<file path="src/hw/rtl/rhot_pkg.sv">
// Shared types and constants of the raised-hand order tracker.
`default_nettype none

package rhot_pkg;

	localparam int MAX_TRACKED_DEF = 16;
	localparam int ID_W = 8;
	localparam int COORD_W = 16;
	localparam int XYZ_W = 3 * COORD_W;
	localparam int HEAD_MARGIN_W = 10;
	localparam int ELBOW_MARGIN_W = 10;
	localparam int RADIUS_W = 12;
	localparam int R2_W = 2 * RADIUS_W;
	localparam int CFG_IDX_W = 2;
	localparam int CFG_DATA_W = 12;
	localparam int COUNT_OUT_W = 5;

	localparam logic [HEAD_MARGIN_W-1:0] HEAD_MARGIN_RST = 10'd30;
	localparam logic [ELBOW_MARGIN_W-1:0] ELBOW_MARGIN_RST = 10'd20;
	localparam logic [RADIUS_W-1:0] REACH_RADIUS_RST = 12'd120;

	localparam logic [CFG_IDX_W-1:0] CFG_HEAD_MARGIN = 2'd0;
	localparam logic [CFG_IDX_W-1:0] CFG_ELBOW_MARGIN = 2'd1;
	localparam logic [CFG_IDX_W-1:0] CFG_REACH_RADIUS = 2'd2;

	localparam logic OP_SKELETON = 1'b0;
	localparam logic OP_EOF = 1'b1;

	typedef struct packed {
		logic valid;
		logic seen;
		logic [ID_W-1:0] id;
	} cell_t;

	typedef struct packed {
		logic mark;
		logic insert;
		logic remove;
		logic clear_seen;
		logic [ID_W-1:0] uid;
	} cmd_t;

endpackage

`default_nettype wire

</file>
<file path="src/hw/rtl/rhot_hand.sv">
// Raised-hand test for one hand: height checks and squared horizontal distance.
`default_nettype none

module rhot_hand
	import rhot_pkg::*;
(
	input  wire logic                      clk,
	input  wire logic                      en,
	input  wire logic [XYZ_W-1:0]          hand,
	input  wire logic [COORD_W-1:0]        elbow_z,
	input  wire logic [XYZ_W-1:0]          head,
	input  wire logic [HEAD_MARGIN_W-1:0]  head_margin,
	input  wire logic [ELBOW_MARGIN_W-1:0] elbow_margin,
	input  wire logic [R2_W-1:0]           r2,
	output logic                           up
);

	localparam int Z_W = COORD_W + 2;
	localparam int D_W = COORD_W + 1;
	localparam int SQ_W = 2 * COORD_W;

	logic signed [Z_W-1:0] hz;
	logic signed [Z_W-1:0] ez_lim;
	logic signed [Z_W-1:0] el_lim;
	logic signed [D_W-1:0] dx;
	logic signed [D_W-1:0] dy;
	logic signed [2*D_W-1:0] px;
	logic signed [2*D_W-1:0] py;
	logic [SQ_W:0] d2;

	logic z_ok_q;
	logic [SQ_W-1:0] sqx_q;
	logic [SQ_W-1:0] sqy_q;

	always_comb begin
		hz = signed'({{2{hand[3*COORD_W-1]}}, hand[3*COORD_W-1:2*COORD_W]});
		ez_lim = signed'({{2{head[3*COORD_W-1]}}, head[3*COORD_W-1:2*COORD_W]})
			+ signed'({{(Z_W-HEAD_MARGIN_W){1'b0}}, head_margin});
		el_lim = signed'({{2{elbow_z[COORD_W-1]}}, elbow_z})
			+ signed'({{(Z_W-ELBOW_MARGIN_W){1'b0}}, elbow_margin});
		dx = signed'({hand[COORD_W-1], hand[COORD_W-1:0]})
			- signed'({head[COORD_W-1], head[COORD_W-1:0]});
		dy = signed'({hand[2*COORD_W-1], hand[2*COORD_W-1:COORD_W]})
			- signed'({head[2*COORD_W-1], head[2*COORD_W-1:COORD_W]});
		px = dx * dx;
		py = dy * dy;
	end

	always_ff @(posedge clk) begin
		if (en) begin
			z_ok_q <= (hz > ez_lim) && (hz > el_lim);
			sqx_q <= px[SQ_W-1:0];
			sqy_q <= py[SQ_W-1:0];
		end
	end

	assign d2 = {1'b0, sqx_q} + {1'b0, sqy_q};
	assign up = z_ok_q && (d2 > {{(SQ_W+1-R2_W){1'b0}}, r2});

endmodule

`default_nettype wire

</file>
<file path="src/hw/rtl/rhot_cell.sv">
// One entry of the ordered raised-hand list, shifting toward the oldest end on removal.
`default_nettype none

module rhot_cell
	import rhot_pkg::*;
(
	input  wire logic clk,
	input  wire logic arst_n,
	input  wire cmd_t cmd,
	input  wire logic prev_valid,
	input  wire logic hit_in,
	input  wire cell_t nxt,
	output logic      hit_out,
	output cell_t     st
);

	logic valid_q;
	logic seen_q;
	logic [ID_W-1:0] id_q;
	logic match;
	logic shift;
	logic take;

	assign match = valid_q && (id_q == cmd.uid);
	assign hit_out = hit_in || match;
	assign shift = cmd.remove && hit_out;
	assign take = cmd.insert && !valid_q && prev_valid;

	always_ff @(posedge clk or negedge arst_n) begin
		if (!arst_n) begin
			valid_q <= 1'b0;
			seen_q <= 1'b0;
		end else if (cmd.clear_seen) begin
			seen_q <= 1'b0;
		end else if (shift) begin
			valid_q <= nxt.valid;
			seen_q <= nxt.seen;
		end else if (take) begin
			valid_q <= 1'b1;
			seen_q <= 1'b1;
		end else if (cmd.mark && match) begin
			seen_q <= 1'b1;
		end
	end

	always_ff @(posedge clk) begin
		if (!cmd.clear_seen && shift) begin
			id_q <= nxt.id;
		end else if (!cmd.clear_seen && take) begin
			id_q <= cmd.uid;
		end
	end

	assign st = '{valid: valid_q, seen: seen_q, id: id_q};

endmodule

`default_nettype wire

</file>
<file path="src/hw/rtl/raised_hand_order_tracker.sv">
// Top level of the raised-hand order tracker: control, hand tests and the list of cells.
//
// The input channel carries one request per item: a user skeleton (op 0) or an
// end-of-frame marker (op 1). Each request passes through capture, hand
// arithmetic (squared horizontal distances and height checks) and the list
// update, which reaches every cell of the list at once. A new request is taken
// only when the previous one has finished. Skeleton requests give no result. An
// end-of-frame request gives one result on the output channel, registered when
// its list update is applied and held in an output register; while the receiver
// stalls that register, a following end-of-frame request waits in its update
// step and the input stalls. Skeleton requests still pass while a result waits.
// Configuration writes are taken at any edge with the write enable high. Reset
// empties the list, clears the seen marks and the drop flag, and loads the
// default margins and radius.
`default_nettype none

module raised_hand_order_tracker
	import rhot_pkg::*;
#(
	parameter int MAX_TRACKED = MAX_TRACKED_DEF
) (
	input  wire logic                  clk,
	input  wire logic                  arst_n,
	input  wire logic                  cfg_we,
	input  wire logic [CFG_IDX_W-1:0]  cfg_index,
	input  wire logic [CFG_DATA_W-1:0] cfg_data,
	input  wire logic                  in_valid,
	output logic                       in_stall,
	input  wire logic                  op,
	input  wire logic [ID_W-1:0]       user_id,
	input  wire logic [XYZ_W-1:0]      left_hand_xyz,
	input  wire logic [COORD_W-1:0]    left_elbow_z,
	input  wire logic [XYZ_W-1:0]      head_xyz,
	input  wire logic [COORD_W-1:0]    right_elbow_z,
	input  wire logic [XYZ_W-1:0]      right_hand_xyz,
	output logic                       out_valid,
	input  wire logic                  out_stall,
	output logic                       found,
	output logic [ID_W-1:0]            selected_id,
	output logic [COUNT_OUT_W-1:0]     list_count,
	output logic                       dropped
);

	localparam int CW = $clog2(MAX_TRACKED + 1);
	localparam int CNT_W = (CW > COUNT_OUT_W) ? CW : COUNT_OUT_W;

	typedef enum logic [2:0] {
		ST_IDLE  = 3'b001,
		ST_CALC  = 3'b010,
		ST_APPLY = 3'b100
	} state_t;

	state_t state_q;

	logic [HEAD_MARGIN_W-1:0] head_margin_q;
	logic [ELBOW_MARGIN_W-1:0] elbow_margin_q;
	logic [RADIUS_W-1:0] reach_radius_q;
	logic [R2_W-1:0] r2_q;

	logic op_q;
	logic [ID_W-1:0] uid_q;
	logic [XYZ_W-1:0] lhand_q;
	logic [COORD_W-1:0] lelbow_q;
	logic [XYZ_W-1:0] head_q;
	logic [COORD_W-1:0] relbow_q;
	logic [XYZ_W-1:0] rhand_q;

	logic [CNT_W-1:0] cnt_q;
	logic drop_flag_q;
	logic out_valid_q;
	logic found_q;
	logic [ID_W-1:0] selected_id_q;
	logic [COUNT_OUT_W-1:0] list_count_q;
	logic dropped_q;

	logic up_l;
	logic up_r;
	logic raised;
	logic is_eof;
	logic apply_go;
	logic any_match;
	logic full;
	cmd_t cmd;

	cell_t cell_st [MAX_TRACKED+1];
	logic [MAX_TRACKED:0] hit_c;
	logic [MAX_TRACKED:0] valid_c;

	assign in_stall = (state_q != ST_IDLE);
	assign is_eof = (op_q == OP_EOF);
	assign apply_go = (state_q == ST_APPLY) && (!is_eof || !out_valid_q || !out_stall);

	always_ff @(posedge clk or negedge arst_n) begin
		if (!arst_n) begin
			head_margin_q <= HEAD_MARGIN_RST;
			elbow_margin_q <= ELBOW_MARGIN_RST;
			reach_radius_q <= REACH_RADIUS_RST;
		end else if (cfg_we) begin
			case (cfg_index)
				CFG_HEAD_MARGIN: head_margin_q <= cfg_data[HEAD_MARGIN_W-1:0];
				CFG_ELBOW_MARGIN: elbow_margin_q <= cfg_data[ELBOW_MARGIN_W-1:0];
				CFG_REACH_RADIUS: reach_radius_q <= cfg_data[RADIUS_W-1:0];
				default: ;
			endcase
		end
	end

	always_ff @(posedge clk) begin
		if (in_valid && !in_stall) begin
			op_q <= op;
			uid_q <= user_id;
			lhand_q <= left_hand_xyz;
			lelbow_q <= left_elbow_z;
			head_q <= head_xyz;
			relbow_q <= right_elbow_z;
			rhand_q <= right_hand_xyz;
		end
		if (state_q == ST_CALC) begin
			r2_q <= reach_radius_q * reach_radius_q;
		end
	end

	always_ff @(posedge clk or negedge arst_n) begin
		if (!arst_n) begin
			state_q <= ST_IDLE;
		end else begin
			case (state_q)
				ST_IDLE: if (in_valid) state_q <= ST_CALC;
				ST_CALC: state_q <= ST_APPLY;
				ST_APPLY: if (apply_go) state_q <= ST_IDLE;
				default: state_q <= ST_IDLE;
			endcase
		end
	end

	rhot_hand u_hand_l (
		.clk          (clk),
		.en           (state_q == ST_CALC),
		.hand         (lhand_q),
		.elbow_z      (lelbow_q),
		.head         (head_q),
		.head_margin  (head_margin_q),
		.elbow_margin (elbow_margin_q),
		.r2           (r2_q),
		.up           (up_l)
	);

	rhot_hand u_hand_r (
		.clk          (clk),
		.en           (state_q == ST_CALC),
		.hand         (rhand_q),
		.elbow_z      (relbow_q),
		.head         (head_q),
		.head_margin  (head_margin_q),
		.elbow_margin (elbow_margin_q),
		.r2           (r2_q),
		.up           (up_r)
	);

	assign raised = up_l || up_r;
	assign any_match = hit_c[MAX_TRACKED];
	assign full = (cnt_q == CNT_W'(MAX_TRACKED));

	always_comb begin
		cmd.uid = uid_q;
		cmd.clear_seen = apply_go && is_eof;
		cmd.mark = apply_go && !is_eof && raised && any_match;
		cmd.insert = apply_go && !is_eof && raised && !any_match && !full;
		cmd.remove = apply_go && !is_eof && !raised && any_match;
	end

	assign hit_c[0] = 1'b0;
	assign valid_c[0] = 1'b1;
	assign cell_st[MAX_TRACKED] = '0;

	for (genvar i = 0; i < MAX_TRACKED; i++) begin : g_cell
		rhot_cell u_cell (
			.clk        (clk),
			.arst_n     (arst_n),
			.cmd        (cmd),
			.prev_valid (valid_c[i]),
			.hit_in     (hit_c[i]),
			.nxt        (cell_st[i+1]),
			.hit_out    (hit_c[i+1]),
			.st         (cell_st[i])
		);
		assign valid_c[i+1] = cell_st[i].valid;
	end

	always_ff @(posedge clk or negedge arst_n) begin
		if (!arst_n) begin
			cnt_q <= '0;
			drop_flag_q <= 1'b0;
			out_valid_q <= 1'b0;
		end else begin
			if (cmd.insert) begin
				cnt_q <= cnt_q + CNT_W'(1);
			end else if (cmd.remove) begin
				cnt_q <= cnt_q - CNT_W'(1);
			end
			if (cmd.clear_seen) begin
				drop_flag_q <= 1'b0;
			end else if (apply_go && raised && !any_match && full) begin
				drop_flag_q <= 1'b1;
			end
			if (cmd.clear_seen) begin
				out_valid_q <= 1'b1;
			end else if (!out_stall) begin
				out_valid_q <= 1'b0;
			end
		end
	end

	always_ff @(posedge clk) begin
		if (cmd.clear_seen) begin
			found_q <= cell_st[0].valid && cell_st[0].seen;
			selected_id_q <= (cell_st[0].valid && cell_st[0].seen) ? cell_st[0].id : '0;
			list_count_q <= cnt_q[COUNT_OUT_W-1:0];
			dropped_q <= drop_flag_q;
		end
	end

	assign out_valid = out_valid_q;
	assign found = found_q;
	assign selected_id = selected_id_q;
	assign list_count = list_count_q;
	assign dropped = dropped_q;

endmodule

`default_nettype wire

</file>
<file path="config.mk">
export PLATFORM = sky130hd
export DESIGN_NAME = raised_hand_order_tracker
export DESIGN_NICKNAME = d
export VERILOG_FILES = /design/src/hw/rtl/rhot_pkg.sv /design/src/hw/rtl/rhot_hand.sv /design/src/hw/rtl/rhot_cell.sv /design/src/hw/rtl/raised_hand_order_tracker.sv
export SDC_FILE = /design/constraint.sdc
export NUM_CORES = 2
export LEC_CHECK = 0
export ABC_AREA = 1
export BUFFER_PORTS_ARGS = -buffer_cell sky130_fd_sc_hd__buf_2
export CORE_ASPECT_RATIO = 1.1
export CORE_MARGIN = 8
export CORE_UTILIZATION = 50
export DETAILED_ROUTE_END_ITERATION = 10
export GPL_TIMING_DRIVEN = 0
export PLACE_DENSITY = 0.66
export RECOVER_POWER = 50
export SLEW_MARGIN = 20
export SYNTH_ARGS = -nofsm -noshare
export SYNTH_HDL_FRONTEND = slang
export SYNTH_SLANG_ARGS = --single-unit
export TNS_END_PERCENT = 20
</file>
<file path="constraint.sdc">
create_clock -name clk -period 12 [get_ports clk]
set_clock_uncertainty 0.05 [all_clocks]
set_input_delay 2.4 -clock clk [delete_from_list [all_inputs] [get_ports clk]]
set_output_delay 2.4 -clock clk [all_outputs]
set_load 0.005 [all_outputs]
</file>
==> flow_summary.yaml <==
setup_path:
  critPathLaunchType: "register"
  r2r_start: "head_q[0]"
  critPathMaxFanout: 10
  rr_endpoint: "u_hand_r.sqx_q[29]"
  cp_data_required_time_ns: 12.36
  r2r_slack_ns: 1.55
  cpPeakStageDelay_ns: 0.79
  crit_type: "reg2reg"
  critPathSlowestCell: "nor2_1"
  worstRegToRegCells: 37
  cp_data_arrival_time_ns: 10.81
  end_kind: "register"
  crit_top_cell: "nand2_1"
logic_synthesis:
  syn-cell-area_um2: 72800
  synthFlopType: "edfxtp_1"
  synth_area_per_cell_um2: 8.99
  async_reset_ff_share_pct: 13.4
  ys_ff_latch: 551
  ys_seq_area_share_pct: 22.1
  synth.distinct_cells: 68
  syn_inst: 8106
  ys_warn_count: 0
  synth_fp_nets: 10100
  synth-edff-count: 469
global_routing:
  grt.overflow.total: 0
  grt_pass1_vias: 57400
  grt_start_max_net_pins: 44
  track_usage_pct: 24.1
  antenna_found_initial: 2
  grt_pass1_wl_um: 304000
cts:
  htree_levels: 3
  cts_setup_buffers: 0
  cts_tree: "yes"
  root_buffer: "clkbuf_16"
  cts_sinks: 551
  postCtsHoldBufs: 0
  clk_latency_ns: 0.69
  path_clk_slew_ns: 0.06
  clock_path_buffers: 3
  cts_resized: 0
  numCtsBuffers: 68
timing:
  rsz0062_at_grt: "false"
  setup_slack_ns: 1.55
  fin_setup_tns_ns: 0
  hold_slack_ns: 0.400
  setup_violations: 0
  tightest_slew_ns: 2.94
  fmax_mhz: 95.7
  period_needed_ns: 10.45
  max_slew_margin_pct: -95.8
  drv_slew: 159
  period_share_pct: 87.1
  hold_violations: 0
route:
  route.detailed.drc: 0
  m1WireLength_um: 76600
  top_layer: "met4"
  drt-pass1-iter-count: 9
  wl_met2_um: 95800
  wirelength_um: 189000
  drt_iter0_drc: 3834
  via_per_inst: 5.20
  vias: 54100
  wl_met3_um: 9860
  wire_per_inst_um: 18.2
  ant_nets: 0
hold_path:
  hold_depth: 0
  hold_class: "reg2reg"
  hold_start: "drop_flag_q"
  holdPathEnd: "dropped"
layout:
  final-seq-area_um2: 16100
  multi_input_area_um2: 48100
  drive_gt1_share_pct: 5.98
  fill_cells: 13400
  post-route-util_pct: 54.3
  final_nets: 10400
  area_growth_pct: 8.26
flow_run:
  drv_cap: 5
placed_design:
  place_ws_ns: 1.76
  portBuffers: 220
  gp_congestion: 0.949
  hpwl_um: 158000
floorplanning:
  num_rows: 147
  initial_utilization_pct: 50.1
  fp.dieArea_um2: 158000
  boundaryPins: 221
  coreArea_um2: 145000
  die_y_um: 416
  die_w_um: 380
run_status:
  violations: "capacitance limit, slew limit"
  status: "finished, violations left"
==> registers in the layout, indices dropped and copies added (netlist names), 8 cells and up <==
signal                 cells
g_cell.u_cell.id_q       128
head_q                    48
lhand_q                   48
rhand_q                   48
u_hand_l.sqx_q            31
u_hand_l.sqy_q            31
u_hand_r.sqx_q            31
u_hand_r.sqy_q            31
r2_q                      23
g_cell.u_cell.seen_q      16
g_cell.u_cell.valid_q     16
lelbow_q                  16
relbow_q                  16
reach_radius_q            12
elbow_margin_q            10
head_margin_q             10
selected_id                8
uid_q                      8
==> cells in the mapped netlist, types with 10 or more instances <==
cell	n	share of area, %
nor2_2	16	0.14
nor3_1	45	0.31
o21ai_0	236	1.6
a31oi_1	11	0.094
o21ai_1	52	0.36
or2_2	21	0.18
clkinv_1	22	0.11
nand4_1	74	0.64
ha_1	642	11
nand3_2	14	0.19
xnor2_1	121	1.5
dfrtp_1	63	2.2
o31ai_1	10	0.10
dfstp_2	11	0.40
a21o_1	23	0.24
inv_2	39	0.20
nand2_2	12	0.10
nand3_1	161	1.1
a211oi_1	12	0.12
a21oi_1	391	2.7
nor4_1	17	0.15
o21bai_1	34	0.35
edfxtp_1	469	19
buf_6	12	0.19
nand3b_1	12	0.12
buf_2	22	0.15
o21a_1	11	0.11
buf_4	14	0.14
clkbuf_1	91	0.47
nand2_1	1209	6.2
o22ai_1	24	0.21
buf_1	13	0.067
xor2_1	236	2.8
fa_1	1116	31
inv_1	2038	11
nor2_1	711	3.7
==> layout by cell type, fill, tap and decap left out, types with 10 or more instances in the layout <==
| master | netlist | final |
|---|---|---|
| nor2_2 | 16 | 16 |
| nand4_1 | 74 | 74 |
| buf_6 | 12 | 12 |
| clkbuf_1 | 91 | 156 |
| dfrtp_1 | 63 | 63 |
| a211oi_1 | 12 | 11 |
| xnor2_1 | 121 | 117 |
| inv_1 | 2038 | 2038 |
| nand2_1 | 1209 | 1209 |
| buf_2 | 22 | 206 |
| ha_1 | 642 | 642 |
| nor3_1 | 45 | 45 |
| o21ai_0 | 236 | 236 |
| edfxtp_1 | 469 | 469 |
| dfstp_2 | 11 | 10 |
| nor4_1 | 17 | 17 |
| buf_1 | 13 | 12 |
| fa_1 | 1116 | 1116 |
| nand3b_1 | 12 | 12 |
| o22ai_1 | 24 | 24 |
| buf_4 | 14 | 16 |
| inv_2 | 39 | 39 |
| clkbuf_16 | 0 | 68 |
| or2_2 | 21 | 21 |
| o21bai_1 | 34 | 34 |
| a21o_1 | 23 | 23 |
| a21oi_1 | 391 | 391 |
| o31ai_1 | 10 | 10 |
| a31oi_1 | 11 | 11 |
| o21ai_1 | 52 | 52 |
| nand3_2 | 14 | 14 |
| nor2_1 | 711 | 711 |
| nand3_1 | 161 | 161 |
| xor2_1 | 236 | 230 |
| clkinv_1 | 22 | 28 |
| nand2_2 | 12 | 12 |
| o21a_1 | 11 | 11 |
| clkinv_2 | 1 | 11 |
==> cell type report <==
cell class	instances	share of cell area, %
clock inverters	41	0.633
multi-input cells	5299	61.1
diodes	1	0.00317
well taps	1937	3.07
inverters	2103	10.0
repair buffers	244	1.50
clock buffers	83	2.32
flip-flops and latches	551	20.4
plain buffers	153	0.958
==> layer usage <==
metal	up-vias	global-route usage (%)
li1	25400	-
met1	26800	30.2
met2	1529	42.9
met3	395	2.85
met4	0	8.51
met5	-	0
==> critical path: cells and delay by family (launching register included) <==
kind	cells	cell delay, ns
AO/OA/AOI/OAI	9	2.33
AND/OR/NAND/NOR	13	2.09
flip-flops	1	0.51
buffers and inverters	6	1.00
adder cells (fa/ha/maj)	9	4.17
==> stage by stage <==
| stage | std cells | cell area, um2 |
|---|---|---|
| finish | 10400 | 78900 |
| global route | 10400 | 78900 |
| CTS | 10400 | 79100 |
| detailed placement | 10300 | 76700 |
| global placement | 10300 | 76400 |
| floorplan | 8106 | 72800 |
==> how the worst max path moves through the flow <==
| stage | startpoint | to | cells after the start | slack [ns] |
|---|---|---|---|---|
| 6_report | head_q[0] | u_hand_r.sqx_q[29] | 37 | 1.55 |
| 3_5_place_dp | head_q[0] | u_hand_r.sqx_q[29] | 37 | 1.76 |
| 2_1_floorplan | state_q[2] | state_q[0] | 3 | 0.39 |
| 3_3_place_gp | state_q[2] | state_q[0] | 3 | -3.64 |
| 5_1_grt | head_q[0] | u_hand_r.sqx_q[29] | 37 | 0.94 |
| 4_1_cts | head_q[0] | u_hand_r.sqx_q[29] | 37 | 1.68 |
==> kinds of logic after synthesis <==
| kind of cell | share of synthesized area [%] |
|---|---|
| compound gates | 6.39 |
| xor+xnor | 4.29 |
| fa+ha+maj | 41.7 |
| buf+inv | 11.9 |
| flops | 22.1 |
| mux | 0.0309 |
| simple gates | 13.6 |
Power is not shown: default switching activity piles up to over one toggle a cycle in this logic, so the estimate is an artifact.
